===== config.mk =====
export PLATFORM = sky130hd
export DESIGN_NAME = float_to_rgbe_encode
export DESIGN_NICKNAME = d
export VERILOG_FILES = /design/src/frgbe_pkg.sv /design/src/frgbe_max.sv /design/src/frgbe_scale.sv /design/src/float_to_rgbe_encode.sv
export SDC_FILE = /design/constraint.sdc
export NUM_CORES = 1
export LEC_CHECK = 0
export BUFFER_PORTS_ARGS = -buffer_cell sky130_fd_sc_hd__buf_2
export CAP_MARGIN = 10
export CORE_ASPECT_RATIO = 1.1
export CORE_MARGIN = 4
export CORE_UTILIZATION = 50
export CTS_BUF_LIST = sky130_fd_sc_hd__clkbuf_16
export DETAILED_ROUTE_END_ITERATION = 8
export GPL_TIMING_DRIVEN = 0
export PLACE_DENSITY = 0.65
export SLEW_MARGIN = 25
export SYNTH_ARGS = -nofsm -noshare
export SYNTH_HDL_FRONTEND = slang
export SYNTH_SLANG_ARGS = --single-unit
export TNS_END_PERCENT = 5

===== constraint.sdc =====
create_clock -name clock -period 22.3 [get_ports clock]
set_clock_uncertainty 0.2 [all_clocks]
set_input_delay 4.46 -clock clock [delete_from_list [all_inputs] [get_ports clock]]
set_output_delay 4.46 -clock clock [all_outputs]
set_load 0.05 [all_outputs]

===== src/frgbe_pkg.sv =====
// package for the float to rgbe encoder: widths, constants and stage types
// no dependencies
`default_nettype none
package frgbe_pkg;
   localparam logic [63:0] BlackThreshold = 64'h3E112E0BE826D695;
   localparam logic [10:0] OverflowExp = 11'd1150;
   localparam logic [10:0] ExpOffset = 11'd1022;
   localparam logic [10:0] ExpBias = 11'd128;
   localparam logic [10:0] ShiftBase = 11'd45;
   localparam logic [10:0] ShiftLimit = 11'd64;

   typedef struct packed {
      logic [63:0] comp0;
      logic [63:0] comp1;
      logic [63:0] comp2;
   } pixel_type;

   typedef struct packed {
      logic black;
      logic over;
      logic [10:0] big_exp;
   } flags_type;

   function automatic logic [63:0] clamp_bits(input logic [63:0] b);
      logic [63:0] r;
      r = b;
      if (b[63]) r = '0;
      else if (b[62:52] == 11'h7FF && b[51:0] != '0) r = '0;
      return r;
   endfunction

   function automatic logic [7:0] mant_byte(input logic [63:0] c, input logic [10:0] bl);
      logic [10:0] ec;
      logic [52:0] sig;
      logic [10:0] sh;
      logic [52:0] shifted;
      ec = c[62:52];
      sig = {1'b1, c[51:0]};
      if (ec == '0) begin
         ec = 11'd1;
         sig = {1'b0, c[51:0]};
      end
      sh = bl - ec + ShiftBase;
      shifted = sig >> sh[5:0];
      if (ec > bl) return 8'hFF;
      if (sh >= ShiftLimit) return 8'h00;
      return shifted[7:0];
   endfunction
endpackage
`default_nettype wire


===== src/frgbe_max.sv =====
// stages one and two: clamp components, then pick largest and classify
// depends on frgbe_pkg
`default_nettype none
module frgbe_max
   import frgbe_pkg::*;
(
   input  wire logic      clock,
   input  wire logic      reset,
   input  wire logic      adv,
   input  wire logic      in_valid,
   input  pixel_type      in_pix,
   output logic           out_valid,
   output pixel_type      out_pix,
   output flags_type      out_flags
);
   logic v1_ff, v2_ff;
   pixel_type p1_ff, p2_ff;
   logic [63:0] big_in;
   flags_type f_in, f_ff;

   always_comb begin
      big_in = p1_ff.comp0;
      if (p1_ff.comp1 > big_in) big_in = p1_ff.comp1;
      if (p1_ff.comp2 > big_in) big_in = p1_ff.comp2;
      f_in.black = big_in < BlackThreshold;
      f_in.over = big_in[62:52] >= OverflowExp;
      f_in.big_exp = big_in[62:52];
   end

   always_ff @(posedge clock) begin
      if (reset) begin
         v1_ff <= 1'b0;
         v2_ff <= 1'b0;
      end else if (adv) begin
         v1_ff <= in_valid;
         v2_ff <= v1_ff;
      end
      if (adv) begin
         p1_ff.comp0 <= clamp_bits(in_pix.comp0);
         p1_ff.comp1 <= clamp_bits(in_pix.comp1);
         p1_ff.comp2 <= clamp_bits(in_pix.comp2);
         p2_ff <= p1_ff;
         f_ff <= f_in;
      end
   end

   assign out_valid = v2_ff;
   assign out_pix = p2_ff;
   assign out_flags = f_ff;
endmodule
`default_nettype wire


===== src/frgbe_scale.sv =====
// stage three: shift each component to the shared exponent and form the word
// depends on frgbe_pkg
`default_nettype none
module frgbe_scale
   import frgbe_pkg::*;
(
   input  wire logic   clock,
   input  wire logic   reset,
   input  wire logic   adv,
   input  wire logic   in_valid,
   input  pixel_type   in_pix,
   input  flags_type   in_flags,
   output logic        out_valid,
   output logic [31:0] out_word
);
   logic v_ff;
   logic [31:0] w_ff, w_in;
   logic [10:0] e_sum;

   always_comb begin
      e_sum = in_flags.big_exp - ExpOffset + ExpBias;
      if (in_flags.black) w_in = '0;
      else if (in_flags.over) w_in = '1;
      else w_in = {e_sum[7:0], mant_byte(in_pix.comp2, in_flags.big_exp),
                   mant_byte(in_pix.comp1, in_flags.big_exp),
                   mant_byte(in_pix.comp0, in_flags.big_exp)};
   end

   always_ff @(posedge clock) begin
      if (reset) v_ff <= 1'b0;
      else if (adv) v_ff <= in_valid;
      if (adv) w_ff <= w_in;
   end

   assign out_valid = v_ff;
   assign out_word = w_ff;
endmodule
`default_nettype wire


===== src/float_to_rgbe_encode.sv =====
// float to rgbe encoder top level: three-stage pipeline of frgbe_max and frgbe_scale
// depends on frgbe_pkg, frgbe_max, frgbe_scale
//
// usage: one pixel item per cycle on req_ (three binary64 components in
// req_tdata), one rgbe word item per cycle on rsp_, while rsp_tready is high.
// req_ acceptance reaches rsp_tvalid through three register stages (clamp,
// largest and classify, scale); throughput is one item per cycle unless the
// receiver stalls.
// the pipeline advances whenever its last stage is empty or rsp_tready is
// high; when the receiver stalls every stage holds and req_tready falls
// only if the output stage holds a result.
// reset clears all valid bits; no item is in flight afterward.
// a black pixel gives an all-zero word, an overflow gives all 255.
`default_nettype none
module float_to_rgbe_encode
   import frgbe_pkg::*;
(
   input  wire logic         clock,
   input  wire logic         reset,
   input  wire logic         req_tvalid,
   output logic              req_tready,
   input  wire logic [191:0] req_tdata,  // red_value, green_value, blue_value
   output logic              rsp_tvalid,
   input  wire logic         rsp_tready,
   output logic [31:0]       rsp_tdata   // red_mantissa, green_mantissa, blue_mantissa, shared_exponent
);
   logic adv, v2;
   pixel_type pix_in, pix2;
   flags_type flags2;

   assign adv = !rsp_tvalid || rsp_tready;
   assign req_tready = adv;
   assign pix_in.comp0 = req_tdata[63:0];
   assign pix_in.comp1 = req_tdata[127:64];
   assign pix_in.comp2 = req_tdata[191:128];

   frgbe_max u_max (
      .clock(clock), .reset(reset), .adv(adv), .in_valid(req_tvalid),
      .in_pix(pix_in), .out_valid(v2), .out_pix(pix2), .out_flags(flags2)
   );

   frgbe_scale u_scale (
      .clock(clock), .reset(reset), .adv(adv), .in_valid(v2), .in_pix(pix2),
      .in_flags(flags2), .out_valid(rsp_tvalid), .out_word(rsp_tdata)
   );
endmodule
`default_nettype wire


# [After elaboration in Yosys (flattened, before gate mapping)]
# Cells that the tools add are included.
[totals] in_bits=196 output_inout_bits=34 register_bits=429
[op_classes] addsub=8 n_lt_le_gt_ge=10 reduce_logical=14 n_eq_ne=3 muxes=54 shift=3
[ops] operator="$mux 53" count=9
[ops] operator="$shr 53x6->8" count=3
[ops] operator="$reduce_bool 52->1" count=3
[ops] operator="$gt 64x64->1" count=2
[ops] operator="$mux 64" count=2
[ops] operator="$mux 11" count=9
[ops] operator="$mux 8" count=12
[ops] operator="$lt 64x62->1 const B" count=1
[ops] operator="$add 11x6->11 const B" count=3
[ops] operator="$eq 11x11->1 const B" count=3
[ops] operator="$ge 11x7->1 const B" count=3
[ops] operator="$gt 11x11->1" count=3
[ops] operator="$logic_not 11->1" count=3
[ops] operator="$sub 11x11->11" count=3
[ops] operator="$mux 32" count=1
[ops] operator="$mux 1" count=21
[ops] operator="$ge 11x11->1 const B" count=1
[ops] operator="$add 8x8->8 const B" count=1
[ops] operator="$sub 8x8->8 const B" count=1
[ops] operator="$reduce_or 2->1" count=3
[ops] operator="$logic_and 1x1->1" count=3
[ops] operator="$logic_not 1->1" count=1
[ops] operator="$logic_or 1x1->1" count=1

# [Logic depth before layout (Yosys ltp)]
# Gate-level depths: netlist of run 1.
[logic_depth] ltp_word=14 ltp_mapped=26 mapped_depth_nobuf=21

# [By module]
# Synthesis of run 1 repeated with hierarchy kept, for this count alone.
[unflattened] cells_unflattened=2497 area_unflattened_um2=28486.1
[by_module_without_submodules] mod="frgbe_max" area_each_um2=18032.3 instances=1 seq_area_each_um2=11781.3 cells_each=1346
[by_module_without_submodules] mod="frgbe_scale" area_each_um2=10447.5 instances=1 seq_area_each_um2=980.9 cells_each=1150
[by_module_without_submodules] mod="float_to_rgbe_encode" area_each_um2=6.3 instances=1 seq_area_each_um2=0.0 cells_each=1

# [Worst setup path after synthesis of run 1]
# OpenSTA, ideal clock, no wires.
[synth_path] path_type="in2out" from="input rsp_tready" to="output req_tready" arrival_time_ns=14.980 path_stages=1 path_slack_ns=2.660 path_buffers=0 path_cell_list="nand2b_1"
[synth_between] elab_chain_cells=1
[synth_lines] item="start: declaration" line="float_to_rgbe_encode.sv:24" source="input wire logic rsp_tready,"
[synth_lines] item="$logic_or 1x1->1" line="float_to_rgbe_encode.sv:31" source="assign adv = !rsp_tvalid || rsp_tready;"
[synth_lines] item="end: declaration" line="float_to_rgbe_encode.sv:21" source="output logic req_tready,"
# No other way between the ends.

# [Worst setup path in the final report of run 1]
# Ends and elaborated chain as after synthesis.

==> results of run 1 <==
-- registers in the layout, indices dropped and copies added (netlist names) --
signal / flops
u_max.out_flags: 13
u_max.out_pix: 189
u_max.out_valid: 1
u_max.p1_ff: 189
u_max.v1_ff: 1
u_scale.out_valid: 1
u_scale.out_word: 32
-- cells in the final DEF, fill, tap and decap left out, types with 18 or more instances in the layout --
cell type  synthesis  routed
edfxtp_1         423     423
buf_2              9     240
ha_1             205     205
and2_1           195     195
nand2_1          175     175
mux2i_1          175     175
a21oi_1          170     170
inv_1            137     140
o21ai_0          126     126
nor2_1           114     113
clkbuf_1         106     106
nor4_1            67      65
nand4_1           55      55
mux2_2            53      53
mux4_2            52      52
nand3_1           50      50
clkbuf_16          0      47
nor2b_1           35      35
o211ai_1          32      32
a211oi_1          29      29
a21o_1            24      24
a31oi_1           21      21
nor3_1            20      20
buf_1             18      18
-- metrics by stage --
| step | power, mW | area, sq um | setup TNS, ns | util, % | cells |
|---|---|---|---|---|---|
| floorplan | 2.64 | 27300 | 0 | - | 2464 |
| detailed placement | 3.34 | 29600 | 0 | 55.0 | 3431 |
| finish | 4.17 | 31100 | 0 | 57.9 | 3514 |
| CTS | 4.13 | 31100 | 0 | 57.8 | 3514 |
| global placement | 3.34 | 29300 | -2.14 | 54.5 | 3421 |
| global route | 4.39 | 31100 | 0 | 57.9 | 3514 |
-- logic make-up (layout without fill, tap and decap cells) --
family                     Yosys count  count (layout)
DFF                                426             426
buffers and inverters              276             598
muxes                              281             281
AOI/OAI and AO/OA                  490             490
xor gates and xnor gates            33              33
adders and majority gates          217             217
and+or+nand+nor                    741             741
-- final cells by class --
type | instances | area (sq um)
buffer | 136 | 537
sequential | 426 | 12800
clock buffer | 47 | 1180
timing repair buffer | 239 | 1350
fill | 4648 | 22700
multi-input combinational | 1762 | 13500
inverter | 140 | 526
tap | 728 | 911
clock inverter | 36 | 355
-- power groups by stage --
stage                     Sequential (mW)  Combinational [mW]  Clock [mW]
after detailed placement             1.09                2.25           0
after global routing                 1.08                2.48       0.828
final                                1.07                2.31       0.781
after floorplan                      1.16                1.48           0
after global placement               1.10                2.24           0
after CTS                            1.07                2.26       0.793
-- how the worst max path moves through the flow --
stage	startpoint	to
final	rsp_tready	req_tready
after floorplan	rsp_tready	req_tready
after CTS	rsp_tready	req_tready
after global routing	rsp_tready	req_tready
after global placement	rsp_tready	req_tready
after detailed placement	rsp_tready	req_tready
-- worst max-delay path, delay by kind of cell --
| kind | cells | cell delay, ns |
|---|---|---|
| buffers and inverters | 3 | 0.72 |
| AND/OR/NAND/NOR | 1 | 0.40 |
-- per-layer routing --
layer | vias up | wire length, um | track usage, %
met5 | - | 0 | 0
met4 | 0 | 3830 | 11.1
met3 | 166 | 5410 | 4.06
met2 | 828 | 42000 | 48.9
met1 | 10500 | 38100 | 41.2
li1 | 9794 | - | -
==> qor_table.md, run 1 <==
| Item | Reported | Unit |
| --- | --- | --- |
| Result of the run | finished, final reports clean | - |
| Source-to-sink clock delay at the later pin of the worst-skew pair | 0.59 | ns |
| Yosys cell types | 73 | - |
| Num CTS Buffers | 45 | - |
| RSZ-0062 raised after global routing | false | - |
| Largest incremental delay on the critical path | 0.40 | ns |
| Post-synth EDFFs | 423 | - |
| Detailed-route via count | 21300 | - |
| Effective utilization at floorplan | 50.7 | % |
| Via count of the first global-routing pass | 20700 | - |
| Total of warnings raised by yosys | 0 | - |
| DP Wirelength | 73.7 | mm |
| Synthesized area per cell | 11.1 | sq um |
| Height of the chip | 253 | um |
| Synthesized-area fraction occupied by and/or/nand/nor cells | 14.1 | % |
| Post-synthesis instance total | 2464 | - |
| # IOs | 230 | - |
| Final RePlAce weighted congestion | 1.02 | - |
| Routed WL | 89.4 | mm |
| Critical Path Most Common Cell | buf_2 | - |
| Maximum fanout along the worst path | 57 | - |
| Most frequently used flop master after synthesis | edfxtp_1 | - |
| Share of flip-flops with an asynchronous set or reset after synthesis | 0 | % |
| Top achievable clock speed | 97.1 | MHz |
| Switching component of the power | 1.89 | mW |
| Number of optimization iterations in the first detailed-route pass | 5 | - |
| Xor/xnor cell area share of the yosys netlist | 1.06 | % |
| Compound-cell area share of the yosys netlist | 10.9 | % |
| Worst hold path cell count | 2 | - |
| Area share of the largest cell type after synthesis | 46.6 | % |
| Post-CTS Setup Repair Bufs | 0 | - |
| Largest cells by area after synthesis | edfxtp_1 (47%), ha_1 (9.4%), mux2i_1 (6.4%) | - |
| Number of DRC violations after detailed routing | 0 | - |
| Die Footprint | 58400 | sq um |
| Clock tree from TritonCTS | done | - |
| Number of pins with negative max-slew slack in the final report | 0 | - |
| ANT nets after route | 0 | - |
| Post-synthesis sequential element count | 426 | - |
| Type of element capturing the critical path | output pin | - |
| Hold path startpoint | u_max.out_valid$_SDFFE_PP0P_ | - |
| Antenna Cells | 0 | - |
| Number of antenna violations at the first check in global routing | 1 | - |
| Post-synthesis mux area share | 12.9 | % |
| Fraction of power consumed by sequential logic | 25.7 | % |
| CTS Hold Bufs | 0 | - |
| Final hold violations | 0 | - |
| Row count | 89 | - |
| Setup slack of the most critical reg-to-reg path | 13.49 | ns |
| Cell breakdown of the critical path | buf_2 > nand2b_4 > buf_16 > buf_2 | - |
| Cell type with the highest aggregate area in the netlist | edfxtp_1 | - |
| Overflow left after global routing | 0 | - |
| Clock root buffer master | clkbuf_16 | - |
| Clock sink count | 426 | - |
| Data arrival time of the worst path | 5.64 | ns |
| Worst-Margin Slew | 1.19 | ns |
| Part of the power in combinational logic | 55.5 | % |
| Minimum setup slack after placement | 12.01 | ns |
| Min Clock Period, post-route | 10.30 | ns |
| Global-route wire length before repair | 131 | mm |
| Number of cells on the worst reg-to-reg path | 26 | - |
| Type of the worst setup path | input pin to output pin | - |
| Clock network fraction of total power | 18.7 | % |
| Commonest cells post-synth | edfxtp_1 (423), ha_1 (205), and2_1 (195), mux2i_1 (175), nand2_1 (175) | - |
| Fraction of final layout cells sized beyond drive strength 1 | 16.0 | % |
| Core Area | 53800 | sq um |
| Period utilisation layout | 46.2 | % |
| Crit path launch type | input pin | - |
| Horizontal die dimension | 231 | um |
| Switch share | 45.2 | % |
| Number of cells upsized or downsized after cts | 0 | - |
| Count leader, synth | edfxtp_1 | - |
| Largest family of logic cells by synthesized area | simple AND/OR/NAND/NOR gates | - |
| Cell-internal power | 2.28 | mW |
| Area share of fa/ha/maj cells after synthesis | 10.3 | % |
| Clock Tree Buf Depth | 3 | - |
| Final #Nets | 3163 | - |
| CP max stage cell | nand2b_4 | - |
| Vias per cell | 6.06 | - |
| Relative slew slack | 19.8 | % |
| Power density relative to cell area | 134 | nW/um^2 |
| Hold endpoint | u_scale.out_valid$_SDFFE_PP0P_ | - |
| Count of H-tree levels built during CTS | 2 | - |
| Routed wire length per instance | 25.4 | um |
| Cell Area, Synth | 27300 | sq um |
| Worst flop-to-flop path startpoint | u_max.p1_ff[142]$_SDFFCE_PP0P_ | - |
| Peak supply drop | 0.0631 | mV |
| Aggregate global-route resource usage | 29.9 | % |
| Sequential element share of the synthesized area | 46.8 | % |
| Fin worst setup slack | 12.00 | ns |
| Area added between synthesis and finish | 14.1 | % |
| Number of maximum-capacitance violations | 0 | - |
| Pin count of the biggest net entering global routing | 58 | - |
| Critical path required time | 17.64 | ns |
| Final worst hold slack | 0.249 | ns |
| Number of failing setup endpoints in the final timing report | 0 | - |
| Initial DRC Count | 1969 | - |
| Synth Net Count | 2877 | - |
| Reported leakage power | 13.0 | nW |
| Crit Reg-Reg Endpoint | u_max.out_flags[12]$_DFFE_PP_ | - |
| IO Port Bufs | 229 | - |
| Worst Hold Class | flip-flop to flip-flop | - |
| Clock-pin slew on the worst setup and hold paths | 0.05 | ns |
Power figures use the tool's default switching activity.
==> run 2, diff against run 1 <==
- ABC_AREA: not set -> 1
- PLACE_DENSITY: 0.65 -> 0.67
- clock period: 22.3 -> 9.2 ns (I/O delays scaled with it)
==> qor_table.md, run 2 <==
| Item | Reported | Unit |
| --- | --- | --- |
| Result of the run | finished, final reports clean | - |
| Effective utilization at floorplan | 50.9 | % |
| Top achievable clock speed | 156 | MHz |
| Placed standard-cell area | 31000 | sq um |
| Vias per cell | 5.54 | - |
| Global-route wire length before repair | 139 | mm |
| Final design instance area without fill | 32500 | sq um |
| Clock root buffer master | clkbuf_16 | - |
| # IOs | 230 | - |
| Aggregate global-route resource usage | 29.8 | % |
| Largest cells by area after synthesis | edfxtp_1 (44%), nand2_1 (9.7%), ha_1 (8.9%) | - |
| Peak supply drop | 0.168 | mV |
| Cell Area, Synth | 28700 | sq um |
| Number of cells on the worst reg-to-reg path | 34 | - |
| Via count of the first global-routing pass | 23200 | - |
| Type of the worst setup path | flip-flop to flip-flop | - |
| Worst-Margin Slew | 0.929 | ns |
| Final hold violations | 0 | - |
| Row count | 91 | - |
| Cell type with the highest aggregate area in the netlist | edfxtp_1 | - |
| Number of antenna violations at the first check in global routing | 2 | - |
| CTS Hold Bufs | 0 | - |
| Maximum fanout along the worst path | 10 | - |
| Number of optimization iterations in the first detailed-route pass | 8 | - |
| Setup slack of the most critical reg-to-reg path | 2.78 | ns |
| Reported leakage power | 15.2 | nW |
| Source-to-sink clock delay at the later pin of the worst-skew pair | 0.59 | ns |
| Critical path startpoint | u_max.p1_ff[126]$_SDFFCE_PP0P_ | - |
| Finished Core Util | 57.7 | % |
| Final RePlAce weighted congestion | 1.03 | - |
| Crit path launch type | flip-flop | - |
| Die Footprint | 61200 | sq um |
| Post-CTS Setup Repair Bufs | 0 | - |
| Detailed-route via count | 25500 | - |
| DP Wirelength | 78.3 | mm |
| Power density relative to cell area | 339 | nW/um^2 |
| Number of maximum-capacitance violations | 0 | - |
| Final #Nets | 4227 | - |
| ANT nets after route | 0 | - |
| Top library cells by usage in the layout, fill and taps aside | nand2_1 (744), inv_1 (548), edfxtp_1 (423) | - |
| Horizontal die dimension | 236 | um |
| Pin count of the biggest net entering global routing | 36 | - |
| Number of failing setup endpoints in the final timing report | 0 | - |
| Clock-pin slew on the worst setup and hold paths | 0.06 | ns |
| Min Clock Period, post-route | 6.42 | ns |
| Synthesized area per cell | 8.14 | sq um |
| Count leader, synth | nand2_1 | - |
| Worst flop-to-flop path startpoint | u_max.p1_ff[126]$_SDFFCE_PP0P_ | - |
| Yosys cell types | 62 | - |
| Worst hold path cell count | 0 | - |
| Synth Net Count | 3935 | - |
| Hold path startpoint | u_max.p1_ff[161]$_SDFFCE_PP0P_ | - |
| Most frequent standard cell in the layout excluding fill and tap cells | nand2_1 | - |
| Largest incremental delay on the critical path | 0.70 | ns |
| Worst Hold Class | flip-flop to flip-flop | - |
| Fraction of final layout cells sized beyond drive strength 1 | 10.1 | % |
| Hold endpoint | u_max.out_pix[161]$_DFFE_PP_ | - |
| Clock tree from TritonCTS | done | - |
| Overall power | 11.0 | mW |
| CP max stage cell | o21ai_0 | - |
| Post-synthesis instance total | 3522 | - |
| Number of cells upsized or downsized after cts | 0 | - |
| Count of H-tree levels built during CTS | 2 | - |
| Height of the chip | 259 | um |
| Num CTS Buffers | 47 | - |
| Period utilisation layout | 69.8 | % |
| Relative slew slack | 37.8 | % |
| Clock Tree Buf Depth | 3 | - |
| Post-synthesis sequential element count | 426 | - |
| Crit Reg-Reg Endpoint | u_max.out_flags[12]$_DFFE_PP_ | - |
| Type of element capturing the critical path | flip-flop | - |
| Core Area | 56400 | sq um |
| Area share of the largest cell type after synthesis | 44.3 | % |
| Number of pins with negative max-slew slack in the final report | 0 | - |
| Commonest cells post-synth | nand2_1 (744), inv_1 (539), edfxtp_1 (423), nor2_1 (401), o21ai_0 (329) | - |
| Sequential element share of the synthesized area | 44.5 | % |
| Overflow left after global routing | 0 | - |
| Antenna Cells | 0 | - |
| Routed WL | 95.8 | mm |
| Initial DRC Count | 2898 | - |
| IO Port Bufs | 229 | - |
| Number of DRC violations after detailed routing | 0 | - |
| Critical path required time | 9.32 | ns |
| Share of flip-flops with an asynchronous set or reset after synthesis | 0 | % |
| Most frequently used flop master after synthesis | edfxtp_1 | - |
| RSZ-0062 raised after global routing | false | - |
| Clock sink count | 426 | - |
| Data arrival time of the worst path | 6.54 | ns |
| Post-synth EDFFs | 423 | - |
| Routed wire length per instance | 20.9 | um |
| Critical Path Most Common Cell | nand2_1 | - |
| Area added between synthesis and finish | 13.5 | % |
| Total of warnings raised by yosys | 0 | - |
run 2: changes by cell type in the layout (fill, tap and decap cells not counted), sizes merged, moves of 21 or more:
cell    change
nand2     +573
inv       +413
nor2      +289
o21ai     +240
and2      -190
mux2i     -141
nand3      +54
mux2       -52
mux4       -52
clkbuf     +37
nor4       -36
nor2b      -35
a21o       -23
a211oi     -21
run 2: worst max-delay path by stage:
| stage | depth (start not counted) | slack (ns) | to |
|---|---|---|---|
| floorplan | 2 | 0.03 | u_max.out_flags[0]$_DFFE_PP_ |
| global placement | 4 | -3.61 | req_tready |
| detailed placement | 35 | 3.06 | u_max.out_flags[12]$_DFFE_PP_ |
| CTS | 35 | 3.01 | u_max.out_flags[12]$_DFFE_PP_ |
| global route | 35 | 2.37 | u_max.out_flags[12]$_DFFE_PP_ |
| finish | 34 | 2.78 | u_max.out_flags[12]$_DFFE_PP_ |
run 2: critical path: cells and delay by family, from the launching register on:
kind / cells / cell delay [ns]
AO/OA/AOI/OAI: 3 / 1.00
flip-flops: 1 / 0.45
adder cells (fa/ha/maj): 2 / 0.67
AND/OR/NAND/NOR: 23 / 2.63
buffers and inverters: 6 / 1.16
run 2: logic make-up (layout without fill, tap and decap cells):
family                   Yosys count  after routing  share of synthesized area, %
multiplexers                      36             36                          1.27
XOR/XNOR                          21             21                         0.642
buffers and inverters            727           1056                          9.90
AO/OA/AOI/OAI                    695            695                          13.7
AND/OR/NAND/NOR                 1400           1400                          20.1
adder cells (fa/ha/maj)          217            217                          9.79
flip-flops                       426            426                          44.5
run 2: cell type report:
cell class	instances	area (sq um)
clock buffers	49	1230
well taps	744	931
multi-input cells	2369	13100
fillers	5307	23800
flip-flops and latches	426	12800
repair buffers	243	1430
inverters	548	2060
clock inverters	37	267
plain buffers	179	782
run 2: power by group:
group	internal (mW)	total (mW)	switching, mW
clock network	1.03	1.84	0.813
registers	2.41	2.59	0.175
logic	1.90	6.61	4.71
run 2: metal layers:
| layer | routed length [um] | global-route usage, % | up-vias |
|---|---|---|---|
| met4 | 3700 | 10.2 | 2 |
| met5 | 7 | 0 | - |
| met1 | 41400 | 42.0 | 12000 |
| li1 | - | - | 12300 |
| met3 | 6790 | 3.82 | 165 |
| met2 | 43900 | 48.1 | 990 |
run 2: through the flow:
step | hold slack [ns] | TNS, ns | std cells | setup WS [ns]
after detailed placement | 0.233 | 0 | 4509 | 3.06
final | 0.250 | 0 | 4595 | 2.78
after global placement | 0.232 | -1093.68 | 4495 | -3.61
after global routing | 0.259 | 0 | 4595 | 2.37
after floorplan | 0.226 | 0 | 3522 | 0.0315
after CTS | 0.248 | 0 | 4595 | 3.01
